`src/rtl/gmcw_pkg.sv`:
```
// shared types and widths for the grid mask centroid window block
// no dependencies; imported by the top level and its checker
`default_nettype none

package gmcw_pkg;

    localparam int MASK_W  = 12;
    localparam int FIELD_W = 8;

    typedef logic [MASK_W-1:0]  mask_t;
    typedef logic [FIELD_W-1:0] field_t;

endpackage

`default_nettype wire

```
`src/rtl/grid_mask_centroid_window.sv`:
```
// centroid of a covered-cell mask and the clamped window around it
// deep pipeline: row lanes, totals, dividend/divisor, one quotient bit per stage, offsets
// depends on gmcw_pkg
//
//   channel  | signals                                                     | dir
//   ---------+-------------------------------------------------------------+----
//   mask     | mask_valid, mask_ready, covered_mask                        | in
//   result   | result_valid, result_ready, position_height/width, window_* | out
//
// one word accepted per cycle while the result side does not stall;
// the restoring divider resolves one quotient bit per stage.
// reset clears the stage valid bits only; payload registers are not reset.
// a stall at the result side holds only the stages that are full; empty stages
// further up keep accepting, so mask_ready is high whenever result_ready is high.
`default_nettype none

module grid_mask_centroid_window #(
    parameter int SENSOR_SIZE = 160,
    parameter int GRID_ROWS   = 3,
    parameter int GRID_COLS   = 4,
    parameter int WINDOW_SIZE = 16,
    parameter int WIDTH_ALIGN = 8
) (
    input  wire                 clk,
    input  wire                 rst_n,
    input  wire                 mask_valid,
    output logic                mask_ready,
    input  gmcw_pkg::mask_t     covered_mask,
    output logic                result_valid,
    input  wire                 result_ready,
    output gmcw_pkg::field_t    position_height,
    output gmcw_pkg::field_t    position_width,
    output gmcw_pkg::field_t    window_top,
    output gmcw_pkg::field_t    window_left
);

    import gmcw_pkg::*;

    localparam int NCELL  = GRID_ROWS * GRID_COLS;
    localparam int CELLS  = (NCELL < MASK_W) ? NCELL : MASK_W;
    localparam int MAXRC  = (GRID_ROWS > GRID_COLS) ? GRID_ROWS : GRID_COLS;
    localparam int CW     = $clog2(CELLS + 1);
    localparam int SW_RAW = $clog2((MAXRC - 1) * CELLS + 1);
    localparam int SW     = (SW_RAW < 1) ? 1 : SW_RAW;
    localparam int NW     = $clog2((2 * MAXRC - 1) * CELLS * SENSOR_SIZE + 1);
    localparam int DW     = $clog2(2 * MAXRC * CELLS * WIDTH_ALIGN + 1);
    localparam int QW     = $clog2(SENSOR_SIZE);
    localparam int XW     = (DW + QW > NW) ? DW + QW : NW;
    localparam int OW     = (QW + 1 > FIELD_W) ? QW + 1 : FIELD_W;
    localparam int HALF   = WINDOW_SIZE / 2;
    localparam int NST    = QW + 4;
    localparam int ST_B   = 1;
    localparam int ST_C   = 2;
    localparam int ST_F   = NST - 1;

    typedef struct packed {
        logic [NW-1:0] rem_h;
        logic [NW-1:0] rem_w;
        logic [DW-1:0] den_h;
        logic [DW-1:0] den_w;
        logic [QW-1:0] q_h;
        logic [QW-1:0] q_w;
    } div_t;

    function automatic logic [OW-1:0] win_off(input logic [OW-1:0] p);
        logic [OW-1:0] r;
        if (p < OW'(HALF))
        begin
            r = '0;
        end
        else if (p > OW'(SENSOR_SIZE - HALF))
        begin
            r = OW'(SENSOR_SIZE - HALF);
        end
        else
        begin
            r = p - OW'(HALF);
        end
        return r;
    endfunction

    logic [NST-1:0] v_reg;
    logic [NST-1:0] v_next;
    logic [NST:0]   adv;

    logic [NCELL+MASK_W-1:0] cells_ext;

    logic [CW-1:0] rcnt_reg [GRID_ROWS];
    logic [CW-1:0] rcnt_next [GRID_ROWS];
    logic [SW-1:0] rcol_reg [GRID_ROWS];
    logic [SW-1:0] rcol_next [GRID_ROWS];

    logic [CW-1:0] count_reg;
    logic [CW-1:0] count_next;
    logic [SW-1:0] rowsum_reg;
    logic [SW-1:0] rowsum_next;
    logic [SW-1:0] colsum_reg;
    logic [SW-1:0] colsum_next;

    div_t dv_reg [QW+1];
    div_t dv_next [QW+1];

    logic [OW-1:0] pw_full;
    logic [OW-1:0] ph_full;
    logic [OW-1:0] wt_full;
    logic [OW-1:0] wl_full;

    field_t ph_reg, ph_next;
    field_t pw_reg, pw_next;
    field_t wt_reg, wt_next;
    field_t wl_reg, wl_next;

    // ready chain: a stage takes a word when it is empty or it moves on
    always_comb
    begin
        adv[NST] = result_ready;
        for (int i = NST - 1; i >= 0; i--)
        begin
            adv[i] = !v_reg[i] || adv[i+1];
        end
        v_next[0] = adv[0] ? mask_valid : v_reg[0];
        for (int i = 1; i < NST; i++)
        begin
            v_next[i] = adv[i] ? v_reg[i-1] : v_reg[i];
        end
    end

    assign mask_ready = adv[0];
    assign cells_ext  = {{NCELL{1'b0}}, covered_mask};

    // row lanes
    always_comb
    begin
        for (int r = 0; r < GRID_ROWS; r++)
        begin
            rcnt_next[r] = '0;
            rcol_next[r] = '0;
            for (int c = 0; c < GRID_COLS; c++)
            begin
                if (cells_ext[r*GRID_COLS+c])
                begin
                    rcnt_next[r] = rcnt_next[r] + CW'(1);
                    rcol_next[r] = rcol_next[r] + SW'(c);
                end
            end
        end
    end

    // totals
    always_comb
    begin
        count_next  = '0;
        rowsum_next = '0;
        colsum_next = '0;
        for (int r = 0; r < GRID_ROWS; r++)
        begin
            count_next  = count_next + rcnt_reg[r];
            rowsum_next = rowsum_next + SW'(r) * SW'(rcnt_reg[r]);
            colsum_next = colsum_next + rcol_reg[r];
        end
    end

    // dividend and divisor, width divisor folds in the alignment;
    // then the restoring divider, one quotient bit per stage
    always_comb
    begin
        logic [XW-1:0] sh_h;
        logic [XW-1:0] sh_w;
        dv_next[0].rem_h = NW'(SENSOR_SIZE) * (NW'(rowsum_reg) * NW'(2) + NW'(count_reg));
        dv_next[0].rem_w = NW'(SENSOR_SIZE) * (NW'(colsum_reg) * NW'(2) + NW'(count_reg));
        if (count_reg == '0)
        begin
            dv_next[0].den_h = DW'(1);
            dv_next[0].den_w = DW'(1);
        end
        else
        begin
            dv_next[0].den_h = DW'(2 * GRID_ROWS) * DW'(count_reg);
            dv_next[0].den_w = DW'(2 * GRID_COLS * WIDTH_ALIGN) * DW'(count_reg);
        end
        dv_next[0].q_h = '0;
        dv_next[0].q_w = '0;
        for (int k = 0; k < QW; k++)
        begin
            dv_next[k+1] = dv_reg[k];
            sh_h = XW'(dv_reg[k].den_h) << (QW - 1 - k);
            sh_w = XW'(dv_reg[k].den_w) << (QW - 1 - k);
            if (XW'(dv_reg[k].rem_h) >= sh_h)
            begin
                dv_next[k+1].rem_h = NW'(XW'(dv_reg[k].rem_h) - sh_h);
                dv_next[k+1].q_h   = dv_reg[k].q_h | (QW'(1) << (QW - 1 - k));
            end
            if (XW'(dv_reg[k].rem_w) >= sh_w)
            begin
                dv_next[k+1].rem_w = NW'(XW'(dv_reg[k].rem_w) - sh_w);
                dv_next[k+1].q_w   = dv_reg[k].q_w | (QW'(1) << (QW - 1 - k));
            end
        end
    end

    // alignment and window offsets
    always_comb
    begin
        ph_full = OW'(dv_reg[QW].q_h);
        pw_full = OW'(dv_reg[QW].q_w) * OW'(WIDTH_ALIGN);
        wt_full = win_off(ph_full);
        wl_full = win_off(pw_full);
        ph_next = ph_full[FIELD_W-1:0];
        pw_next = pw_full[FIELD_W-1:0];
        wt_next = wt_full[FIELD_W-1:0];
        wl_next = wl_full[FIELD_W-1:0];
    end

    always_ff @(posedge clk or negedge rst_n)
    begin
        if (!rst_n)
        begin
            v_reg <= '0;
        end
        else
        begin
            v_reg <= v_next;
        end
    end

    always_ff @(posedge clk)
    begin
        if (adv[0])
        begin
            rcnt_reg <= rcnt_next;
            rcol_reg <= rcol_next;
        end
        if (adv[ST_B])
        begin
            count_reg  <= count_next;
            rowsum_reg <= rowsum_next;
            colsum_reg <= colsum_next;
        end
        for (int k = 0; k <= QW; k++)
        begin
            if (adv[ST_C+k])
            begin
                dv_reg[k] <= dv_next[k];
            end
        end
        if (adv[ST_F])
        begin
            ph_reg <= ph_next;
            pw_reg <= pw_next;
            wt_reg <= wt_next;
            wl_reg <= wl_next;
        end
    end

    assign result_valid    = v_reg[ST_F];
    assign position_height = ph_reg;
    assign position_width  = pw_reg;
    assign window_top      = wt_reg;
    assign window_left     = wl_reg;

endmodule

`default_nettype wire

```
`config.mk`:
```
export PLATFORM = sky130hd
export DESIGN_NAME = grid_mask_centroid_window
export DESIGN_NICKNAME = d
export VERILOG_FILES = /design/src/rtl/gmcw_pkg.sv /design/src/rtl/grid_mask_centroid_window.sv
export SDC_FILE = /design/constraint.sdc
export NUM_CORES = 1
export LEC_CHECK = 0
export BUFFER_PORTS_ARGS = -buffer_cell sky130_fd_sc_hd__buf_2
export CORE_UTILIZATION = 45
export CTS_BUF_LIST = sky130_fd_sc_hd__clkbuf_4 sky130_fd_sc_hd__clkbuf_8 sky130_fd_sc_hd__clkbuf_16
export DETAILED_ROUTE_END_ITERATION = 6
export PLACE_DENSITY = 0.6
export SETUP_SLACK_MARGIN = 0.4
export SYNTH_ARGS = -nofsm -noshare
export SYNTH_HDL_FRONTEND = slang
export SYNTH_SLANG_ARGS = --single-unit
```
`constraint.sdc`:
```
create_clock -name clk -period 8.3 [get_ports clk]
set_input_delay 1.245 -clock clk [delete_from_list [all_inputs] [get_ports clk]]
set_output_delay 1.245 -clock clk [all_outputs]
set_load 0.01 [all_outputs]
```
Word-level counts from Yosys, hierarchy flattened
Memories as Yosys holds them, arrays and structs flattened. Cells that the tools add are included.

Memories: 1. Output and inout bits: 34. Logic and storage cells: 192. Bits of input ports: 16. Bits in registers: 87. Memory bits (writable): 576.

Reduce and logical (&&, ||, !) cells: 27. $lt $le $gt $ge: 20. $add $sub $neg: 40. Mux-type cells: 74. Multipliers: 3.

Memory list: dv_reg (words 9, bits a word 64, rd ports 9, clocked after Yosys merged registers in 0, wr ports 9, line grid_mask_centroid_window.sv:100) `div_t dv_reg [QW+1];`.

Operators by type and width (count): 2-to-1 mux 14 bit (16); subtractor 14 bit (8); 2-to-1 mux 6 bit (8); 2-to-1 mux 4 bit (11); adder 4 x 1 -> 4 bit, second input constant (9); adder 6 x 2 -> 6 bit, second input constant (6); >= comparator 14 x 17 -> 1 bit (2); >= comparator 14 x 16 -> 1 bit (2); 2-to-1 mux 8 bit (4); >= comparator 14 x 15 -> 1 bit (2); >= comparator 14 x 10 -> 1 bit (2); >= comparator 14 x 11 -> 1 bit (2); >= comparator 14 x 12 -> 1 bit (2); >= comparator 14 x 13 -> 1 bit (2); >= comparator 14 bit (2); subtractor 14 x 10 -> 14 bit (2); subtractor 14 x 11 -> 14 bit (2); subtractor 14 x 12 -> 14 bit (2); subtractor 14 x 13 -> 14 bit (2); 2-to-1 mux 1 bit (26); multiplier 3 x 8 -> 9 bit, first input constant (2); 2-to-1 mux 17 bit (1); adder 7 x 4 -> 8 bit (2); subtractor 8 x 4 -> 8 bit, second input constant (2); other kinds (16) (45).

Depth between registers and ports, before layout
Gate-level depths: netlist of the first run.

Word-level depth: 13. Mapped depth: 11. Depth with buffers taken out: 11.

Worst setup path before layout of the first run
OpenSTA, ideal clock, no wires.

Kind: input -> output. Start: input result_ready. End: output mask_ready. Setup slack: 3.088 ns. Data required time: 7.055 ns. Arrival time: 3.967 ns. Cell stages on the path: 5. Cells stage by stage: and4b_1 nand3_1 nor2_1 and3_1 nand3_1.

Cells in the longest elaborated chain, start to end: 12.

RTL lines: start: declaration (line grid_mask_centroid_window.sv:30) `input wire result_ready,`; logical OR 1 bit (5 in a row) (line grid_mask_centroid_window.sv:119) `adv[i] = !v_reg[i] || adv[i+1];`; named net adv[7] (line grid_mask_centroid_window.sv:84) `logic [NST:0] adv;`; logical OR 1 bit (7 in a row) (line grid_mask_centroid_window.sv:119); end: declaration (line grid_mask_centroid_window.sv:27) `output logic mask_ready,`.

The timed path passes the listed nets, and every way through them passes these cells.

Worst setup path in the final report of the first run
Ends and elaborated chain as after synthesis.

==> results.sh, run 1 <==
export IMPL_status="finished clean"
export IMPL_die_h_um=209
export IMPL_grtUsageTotal=0.147
export IMPL_drc=0
export IMPL_holdBufCountCts=0
export IMPL_antenna_found_initial=0
export IMPL_synthArstFlopShare=0.0323
export IMPL_areaGrowthSynthToFinish_pct=11.5
export IMPL_row_count=75
export IMPL_cts_resized=0
export IMPL_finalSetupViolCount=0
export IMPL_final_min_clock_period_ns=5.24
export IMPL_antenna_cells=0
export IMPL_crit_fanout=42
export IMPL_vias_per_cell=5.10
export IMPL_hold_violations=0
export IMPL_clkLatencyLatePin_ns=0.56
export IMPL_path_delay_family="simple AND/OR/NAND/NOR gates"
export IMPL_syn_avg_cell_area_um2=12.5
export IMPL_synthXorXnorAreaFrac=0.0545
export IMPL_final_antenna_net_count=0
export IMPL_tns_ns=0
export IMPL_cts_sinks=372
export IMPL_via_count=11200
export IMPL_gr_total_overflow=0
export IMPL_drive_gt1_frac=0.104
export IMPL_largest_reg_flops=298
export IMPL_grt_start_max_net_pins=49
export IMPL_seq_area_frac_synth=0.576
export IMPL_clk_path_buf_depth=3
export IMPL_first_pass_iters=5
export IMPL_nNetsFinal=1809
export IMPL_coreArea_um2=42100
export IMPL_synthCells=1540
export IMPL_h_tree_depth=2
export IMPL_synth_warnings=0
export IMPL_synth_simple_gate_area_share=0.104
export IMPL_critPathMaxStageDelay_ns=0.76
export IMPL_synthAdderAreaFrac=0.118
export IMPL_start_util=0.458
export IMPL_die_x_um=209
export IMPL_rsz0062_at_grt="no"
export IMPL_synth_seq_cells=372
export IMPL_grt_pass1_wl_um=52300
export IMPL_synth_top_family_by_area="adder cells"
export IMPL_arrival_ns=3.99
export IMPL_cts_buffers=43
export IMPL_netlist_area_um2=19300
export IMPL_crit_path_end_kind="primary output"
export IMPL_ys_types=78
export IMPL_setup_ws_ns=3.06
export IMPL_io_buffers=43
export IMPL_pre_cts_ws_ns=2.98
export IMPL_timing_slew_headroom=0.250
export IMPL_cp_required_ns=7.05
export IMPL_startpoint_type="primary input"
export IMPL_crit_slowest_cell="nand3_2"
export IMPL_fmax_mhz=191
export IMPL_clkSlewWorstSetupHoldPaths_ns=0.05
export IMPL_initialDrtViolationCount=464
export IMPL_drv_slew=0
export IMPL_hpwl_um=23800
export IMPL_synth_top_flop_cell="edfxtp_1"
export IMPL_cpMostUsedCell="buf_2"
export IMPL_grt_pass1_vias=11500
export IMPL_hp_class="reg2reg"
export IMPL_synth_mux_area_fraction=0.0206
export IMPL_cp_num_buf_inv=3
export IMPL_worst_slew_pin_slew_ns=1.12
export IMPL_cts_tree="done"
export IMPL_wire_per_inst_um=14.2
export IMPL_place_congestion=0.804
export IMPL_postCtsSetupRepairBufs=0
export IMPL_synth_compound_area_share=0.0891
export IMPL_finalCritPeriodShare=0.631
export IMPL_synth_edf_count=360
export IMPL_path_class="in2out"
export IMPL_io_pins=50
export IMPL_skew_ns=0.0175
export IMPL_crit_chain="buf_2 -> and4b_1 -> nand3_2 -> nor2_1 -> and3_1 -> nand3_1 -> buf_4 -> buf_2"
export IMPL_drt_wl_total_um=31200
export IMPL_die_area_um2=43700
export IMPL_clockRootBuffer="clkbuf_16"
export IMPL_maxCapViolations=0
final timing paths:
| check | startpoint | to | slack, ns | cells past startpoint |
|---|---|---|---|---|
| setup / recovery | result_ready | mask_ready | 3.06 | 8 |
| hold / removal | dv_reg[0][331] | dv_reg[0][395] | 0.42 | 0 |
| setup reg to reg | v_reg[11] | dv_reg[0][111] | 4.85 | 4 |
| hold reg to reg | dv_reg[0][331] | dv_reg[0][395] | 0.42 | 0 |
| max in group asynchronous | rst_n | v_reg[6] | 7.52 | 1 |
| min in group asynchronous | rst_n | v_reg[3] | 0.56 | 1 |
per-stage QoR:
step	hold slack, ns	util	instances	instance area (µm²)
floorplan	0.400	-	1548	19300
CTS	0.413	0.510	2195	21500
detailed placement	0.405	0.478	2118	20200
global route	0.417	0.510	2195	21500
finish	0.416	0.510	2195	21500
global placement	0.402	0.478	2118	20200
synthesized netlist by cell type (8+ instances only):
cell type | number | area, µm²
nor4_1 | 8 | 50.1
nand2b_1 | 28 | 175
nand2_1 | 83 | 312
dfrtp_1 | 12 | 300
mux2_2 | 27 | 304
or2_2 | 8 | 50.1
and2_1 | 8 | 50.1
nor2b_1 | 22 | 138
xor2_1 | 60 | 526
o21a_1 | 26 | 195
inv_1 | 163 | 612
ha_1 | 148 | 1850
o21ai_0 | 72 | 360
edfxtp_1 | 360 | 10800
nor2_1 | 113 | 424
a21o_1 | 22 | 165
o31a_1 | 8 | 70.1
xnor2_1 | 60 | 526
fa_1 | 21 | 420
nand3_1 | 22 | 110
nor3_1 | 32 | 160
a21oi_1 | 88 | 440
placed cells by master (no fill, tap or decap), types with 43 or more instances in the layout:
| cell type | netlist | final |
|---|---|---|
| clkbuf_16 | 0 | 43 |
| nand2_1 | 83 | 82 |
| nor2_1 | 113 | 113 |
| inv_1 | 163 | 162 |
| edfxtp_1 | 360 | 360 |
| o21ai_0 | 72 | 72 |
| buf_2 | 5 | 43 |
| ha_1 | 148 | 148 |
| xnor2_1 | 60 | 60 |
| a21oi_1 | 88 | 88 |
| xor2_1 | 60 | 60 |
layer usage:
| layer | up-vias | wire, µm | track usage |
|---|---|---|---|
| met1 | 5231 | 11700 | 0.142 |
| li1 | 5719 | - | - |
| met2 | 159 | 17300 | 0.292 |
| met4 | 0 | 1340 | 0.0768 |
| met3 | 86 | 918 | 0.0257 |
| met5 | - | 0 | 0 |
logic make-up (layout without fill, tap and decap cells):
| family | Yosys count | count (layout) |
|---|---|---|
| adders and majority gates | 169 | 169 |
| other | 1 | 9 |
| AOI/OAI and AO/OA | 271 | 271 |
| DFF | 372 | 372 |
| and+or+nand+nor | 387 | 387 |
| muxes | 36 | 36 |
| xor gates and xnor gates | 120 | 120 |
| buffers and inverters | 184 | 292 |
final cells by class:
class | count | area (µm²)
fill | 3556 | 20600
sequential | 372 | 11100
multi-input combinational | 992 | 7480
clock buffer | 52 | 1140
tap | 539 | 674
inverter | 164 | 616
timing repair buffer | 51 | 275
clock inverter | 25 | 198
Power of run 1 is not shown: default switching activity piles up to over one toggle a cycle in this logic, so the estimate is an artifact.
==> inputs of run 2 (changes only) <==
==> constraint.sdc (replaced) <==
create_clock -name clk -period 4.9 [get_ports clk]
set_input_delay 0.735 -clock clk [delete_from_list [all_inputs] [get_ports clk]]
set_output_delay 0.735 -clock clk [all_outputs]
set_load 0.01 [all_outputs]
==> run 2 against run 1 <==
  * Count of clock-buffer cells in the layout rose by 5
  * Critical path depth fell by 1
  * Utilization hardly changed
  * Final cell count is the same
  * Global-route usage fell by 0.12 points
  * Register-to-register slack got worse by 3.1 ns
  * Hold slack lost 0.37 ns
  * Clock skew is 0.0061 ns higher
  * Sequential cell count unchanged
  * Routed wire length is essentially flat
  * Worst setup slack worse by 1.4 ns
  * Critical endpoint unchanged
  * Largest cell class unchanged
  * Highest routed layer unchanged
==> results.sh, run 2 (synthesis gave the netlist of run 1 again) <==
export IMPL_clkLatencyLatePin_ns=0.56
export IMPL_crit_slowest_cell="dfrtp_1"
export IMPL_cts_buffers=43
export IMPL_areaGrowthSynthToFinish_pct=11.4
export IMPL_die_h_um=209
export IMPL_drive_gt1_frac=0.105
export IMPL_crit_fanout=23
export IMPL_antenna_found_initial=0
export IMPL_worst_slew_pin_slew_ns=1.20
export IMPL_clockRootBuffer="clkbuf_16"
export IMPL_postCtsSetupRepairBufs=0
export IMPL_final_min_clock_period_ns=3.22
export IMPL_initialDrtViolationCount=422
export IMPL_drc=0
export IMPL_timing_slew_headroom=0.197
export IMPL_vias_per_cell=5.13
export IMPL_nNetsFinal=1810
export IMPL_grt_start_max_net_pins=49
export IMPL_grtUsageTotal=0.146
export IMPL_status="finished clean"
export IMPL_finalCritPeriodShare=0.657
export IMPL_final_cell_mix="360 x edfxtp_1, 162 x inv_1, 148 x ha_1, 113 x nor2_1, 88 x a21oi_1"
export IMPL_die_area_um2=43700
export IMPL_first_pass_iters=4
export IMPL_hp_class="in2async"
export IMPL_clkSlewWorstSetupHoldPaths_ns=0.06
export IMPL_antenna_cells=0
export IMPL_startpoint_type="flop"
export IMPL_final_antenna_net_count=0
export IMPL_r2r_setup_slack_ns=1.80
export IMPL_critPathMaxStageDelay_ns=0.37
export IMPL_arrival_ns=2.49
export IMPL_cts_tree="done"
export IMPL_grt_pass1_wl_um=51800
export IMPL_clk_path_buf_depth=3
export IMPL_cp_required_ns=4.16
export IMPL_die_x_um=209
export IMPL_place_congestion=0.811
export IMPL_tns_ns=0
export IMPL_crit_chain="and4b_1 -> nand3_2 -> nor2_1 -> and3_1 -> nand3_1 -> buf_4 -> buf_2"
export IMPL_fill_cells=3592
export IMPL_cts_sinks=372
export IMPL_layout_commonest_cell="edfxtp_1"
export IMPL_skew_ns=0.0236
export IMPL_crit_path_end_kind="primary output"
export IMPL_path_class="reg2out"
export IMPL_grt_pass1_vias=11500
export IMPL_hpwl_um=23900
export IMPL_drt_wl_total_um=31200
export IMPL_via_count=11300
export IMPL_rsz0062_at_grt="no"
export IMPL_h_tree_depth=2
export IMPL_drv_slew=0
export IMPL_largest_reg_flops=298
export IMPL_io_pins=50
export IMPL_maxCapViolations=0
export IMPL_coreArea_um2=42100
export IMPL_start_util=0.458
export IMPL_wire_per_inst_um=14.2
export IMPL_holdBufCountCts=0
export IMPL_hold_violations=0
export IMPL_fmax_mhz=310
export IMPL_io_buffers=43
export IMPL_row_count=75
export IMPL_finalSetupViolCount=0
export IMPL_cts_resized=0
export IMPL_gr_total_overflow=0
==> run 2: metal layers <==
layer / routed length, µm / part of all wire / vias up / track usage
li1: - / - / 5709 / -
met1: 11600 / 0.37 / 5315 / 0.137
met2: 17200 / 0.55 / 152 / 0.289
met3: 1030 / 0.033 / 89 / 0.0314
met4: 1410 / 0.045 / 0 / 0.0776
met5: 0 / 0 / - / 0
==> run 2: area by class of cell <==
cell class / count / area (µm²) / area share
sequential: 372 / 11100 / 0.517
clock inverter: 19 / 133 / 0.00617
clock buffer: 57 / 1190 / 0.0555
timing repair buffer: 52 / 283 / 0.0132
multi-input combinational: 992 / 7480 / 0.348
tap: 539 / 674 / 0.0314
inverter: 164 / 616 / 0.0286
==> run 2: worst max-delay path, delay by kind of cell, from the launching register on <==
family | cells | cell delay (ns)
simple gates | 5 | 1.14
buf+inv | 2 | 0.39
flops | 1 | 0.37
==> run 2: stage by stage <==
stage / std cells / worst slack, ns / util / hold WS (ns) / cell area (µm²)
after global placement: 2119 / 1.74 / 0.479 / 0.401 / 20200
after global routing: 2195 / 1.44 / 0.510 / 0.0482 / 21500
after detailed placement: 2119 / 1.73 / 0.479 / 0.405 / 20200
after CTS: 2195 / 1.62 / 0.510 / 0.0236 / 21500
final: 2195 / 1.68 / 0.510 / 0.0424 / 21500
after floorplan: 1548 / 0.708 / - / 0.400 / 19300
==> run 2: path summary, 6_finish.rpt <==
| path | from | depth (start not counted) | to |
|---|---|---|---|
| min in group clk | mask_valid | 2 | v_reg[0] |
| min | rst_n | 1 | v_reg[9] |
| max | v_reg[11] | 7 | mask_ready |
| min reg2reg | dv_reg[0][205] | 0 | dv_reg[0][269] |
| max in group asynchronous | rst_n | 1 | v_reg[7] |
| max reg2reg | count_reg[2] | 11 | dv_reg[0][49] |
Power of run 2 is left out for the same reason.
==> inputs of run 3 (changes only) <==
==> constraint.sdc (replaced) <==
create_clock -name clk -period 3.2 [get_ports clk]
set_input_delay 0.48 -clock clk [delete_from_list [all_inputs] [get_ports clk]]
set_output_delay 0.48 -clock clk [all_outputs]
set_load 0.01 [all_outputs]
==> run 3 against run 2 <==
  * Clock skew shrank 0.0032 ns
  * Final cell count up 0.82%
  * Cell area increased by 1.9%
  * Critical path type is now reg2reg
  * Critical endpoint is now dv_reg[0][49]
==> results.sh, run 3 (synthesis gave the netlist of run 1 again) <==
export IMPL_die_h_um=209
export IMPL_grt_start_max_net_pins=49
export IMPL_drive_gt1_frac=0.136
export IMPL_grt_pass1_wl_um=53700
export IMPL_hpwl_um=24100
export IMPL_clk_path_buf_depth=3
export IMPL_largest_reg_flops=298
export IMPL_drt_wl_total_um=32400
export IMPL_worst_slew_pin_slew_ns=1.03
export IMPL_arrival_ns=3.11
export IMPL_hold_violations=0
export IMPL_timing_slew_headroom=0.316
export IMPL_design_area_um2=21900
export IMPL_drc=0
export IMPL_areaGrowthSynthToFinish_pct=13.5
export IMPL_crit_slowest_cell="edfxtp_1"
export IMPL_die_area_um2=43700
export IMPL_coreArea_um2=42100
export IMPL_pre_cts_ws_ns=0.194
export IMPL_dpl_cell_area_um2=20200
export IMPL_cp_required_ns=3.51
export IMPL_grtUsageTotal=0.151
export IMPL_layout_commonest_cell="edfxtp_1"
export IMPL_finalSetupViolCount=0
export IMPL_cp_num_buf_inv=0
export IMPL_die_x_um=209
export IMPL_clockRootBuffer="clkbuf_16"
export IMPL_via_count=11300
export IMPL_ff2ff_path_depth=11
export IMPL_maxCapViolations=0
export IMPL_final_antenna_net_count=0
export IMPL_critPathMaxStageDelay_ns=0.45
export IMPL_final_min_clock_period_ns=2.80
export IMPL_crit_chain="ha_1 -> a21o_1 -> a21oi_2 -> xnor2_2 -> ha_1 -> ha_4 -> a21o_1 -> a21oi_2 -> o21bai_1 -> a21oi_1 -> xnor2_1"
export IMPL_clkLatencyLatePin_ns=0.56
export IMPL_path_class="reg2reg"
export IMPL_register_area_um2=11100
export IMPL_status="finished clean"
export IMPL_hp_class="in2reg"
export IMPL_start_util=0.458
export IMPL_io_pins=50
export IMPL_skew_ns=0.0203
export IMPL_setup_ws_ns=0.405
export IMPL_tns_ns=0
export IMPL_row_count=75
export IMPL_initialDrtViolationCount=448
export IMPL_grt_pass1_vias=11700
export IMPL_cts_tree="done"
export IMPL_h_tree_depth=2
export IMPL_crit_cells=11
export IMPL_wire_per_inst_um=14.7
export IMPL_final_cell_mix="360 x edfxtp_1, 162 x inv_1, 137 x ha_1, 112 x nor2_1, 83 x a21oi_1"
export IMPL_first_pass_iters=4
export IMPL_whs_ns=0.114
export IMPL_cts_buffers=41
export IMPL_nNetsFinal=1827
export IMPL_cts_sinks=372
export IMPL_place_congestion=0.793
export IMPL_gr_total_overflow=0
export IMPL_io_buffers=43
export IMPL_fmax_mhz=358
export IMPL_startpoint_type="flop"
export IMPL_antenna_cells=0
export IMPL_finalCritPeriodShare=0.874
export IMPL_clkSlewWorstSetupHoldPaths_ns=0.06
export IMPL_multiInputGateArea_um2=7690
export IMPL_vias_per_cell=5.11
export IMPL_fill_cells=3535
export IMPL_antenna_found_initial=0
export IMPL_path_delay_family="compound AO/OA/AOI/OAI gates"
export IMPL_min_delay_path_depth=2
export IMPL_crit_fanout=4
export IMPL_crit_path_end_kind="flop"
export IMPL_rsz0062_at_grt="yes"
export IMPL_drv_slew=0
run 3: metal layers:
layer,up-vias,share of wire,track usage
li1,5743,-,-
met1,5365,0.37,0.145
met2,128,0.57,0.309
met3,62,0.028,0.0305
met4,0,0.030,0.0570
met5,-,0,0
run 3: path summary, 6_finish.rpt:
check | start | endpoint | slack (ns)
min | mask_valid | v_reg[0] | 0.11
min in group asynchronous | rst_n | v_reg[2] | 0.35
max reg2reg | count_reg[2] | dv_reg[0][49] | 0.40
min reg2reg | dv_reg[0][260] | dv_reg[0][324] | 0.41
max | count_reg[2] | dv_reg[0][49] | 0.40
max in group asynchronous | rst_n | v_reg[1] | 2.61
run 3: worst register-to-register path, cell delays in order (launching register included):
cell	delay (ns)
edfxtp_1	0.45
ha_1	0.33
a21o_1	0.18
a21oi_2	0.22
xnor2_2	0.12
ha_1	0.35
ha_4	0.23
a21o_1	0.19
a21oi_2	0.15
o21bai_1	0.09
a21oi_1	0.17
xnor2_1	0.07
run 3: timing repair:
action,in CTS,in global routing
buffers inserted,7,6
gates resized for setup,10,18
endpoints found under the hold margin,12,0
pin swaps,5,15
endpoints found under the setup margin,5,5
hold buffers,1,0
run 3: area by class of cell:
cell class,count,share of cell area
sequential,372,0.508
multi-input combinational,992,0.351
clock buffer,54,0.0522
tap,539,0.0308
inverter,164,0.0281
timing repair buffer,71,0.0195
clock inverter,21,0.0106
run 3: through the flow:
step,utilization,cells
floorplan,-,1548
global placement,0.480,2124
detailed placement,0.480,2124
CTS,0.515,2207
global route,0.520,2213
finish,0.520,2213
Power of run 3 is left out for the same reason.
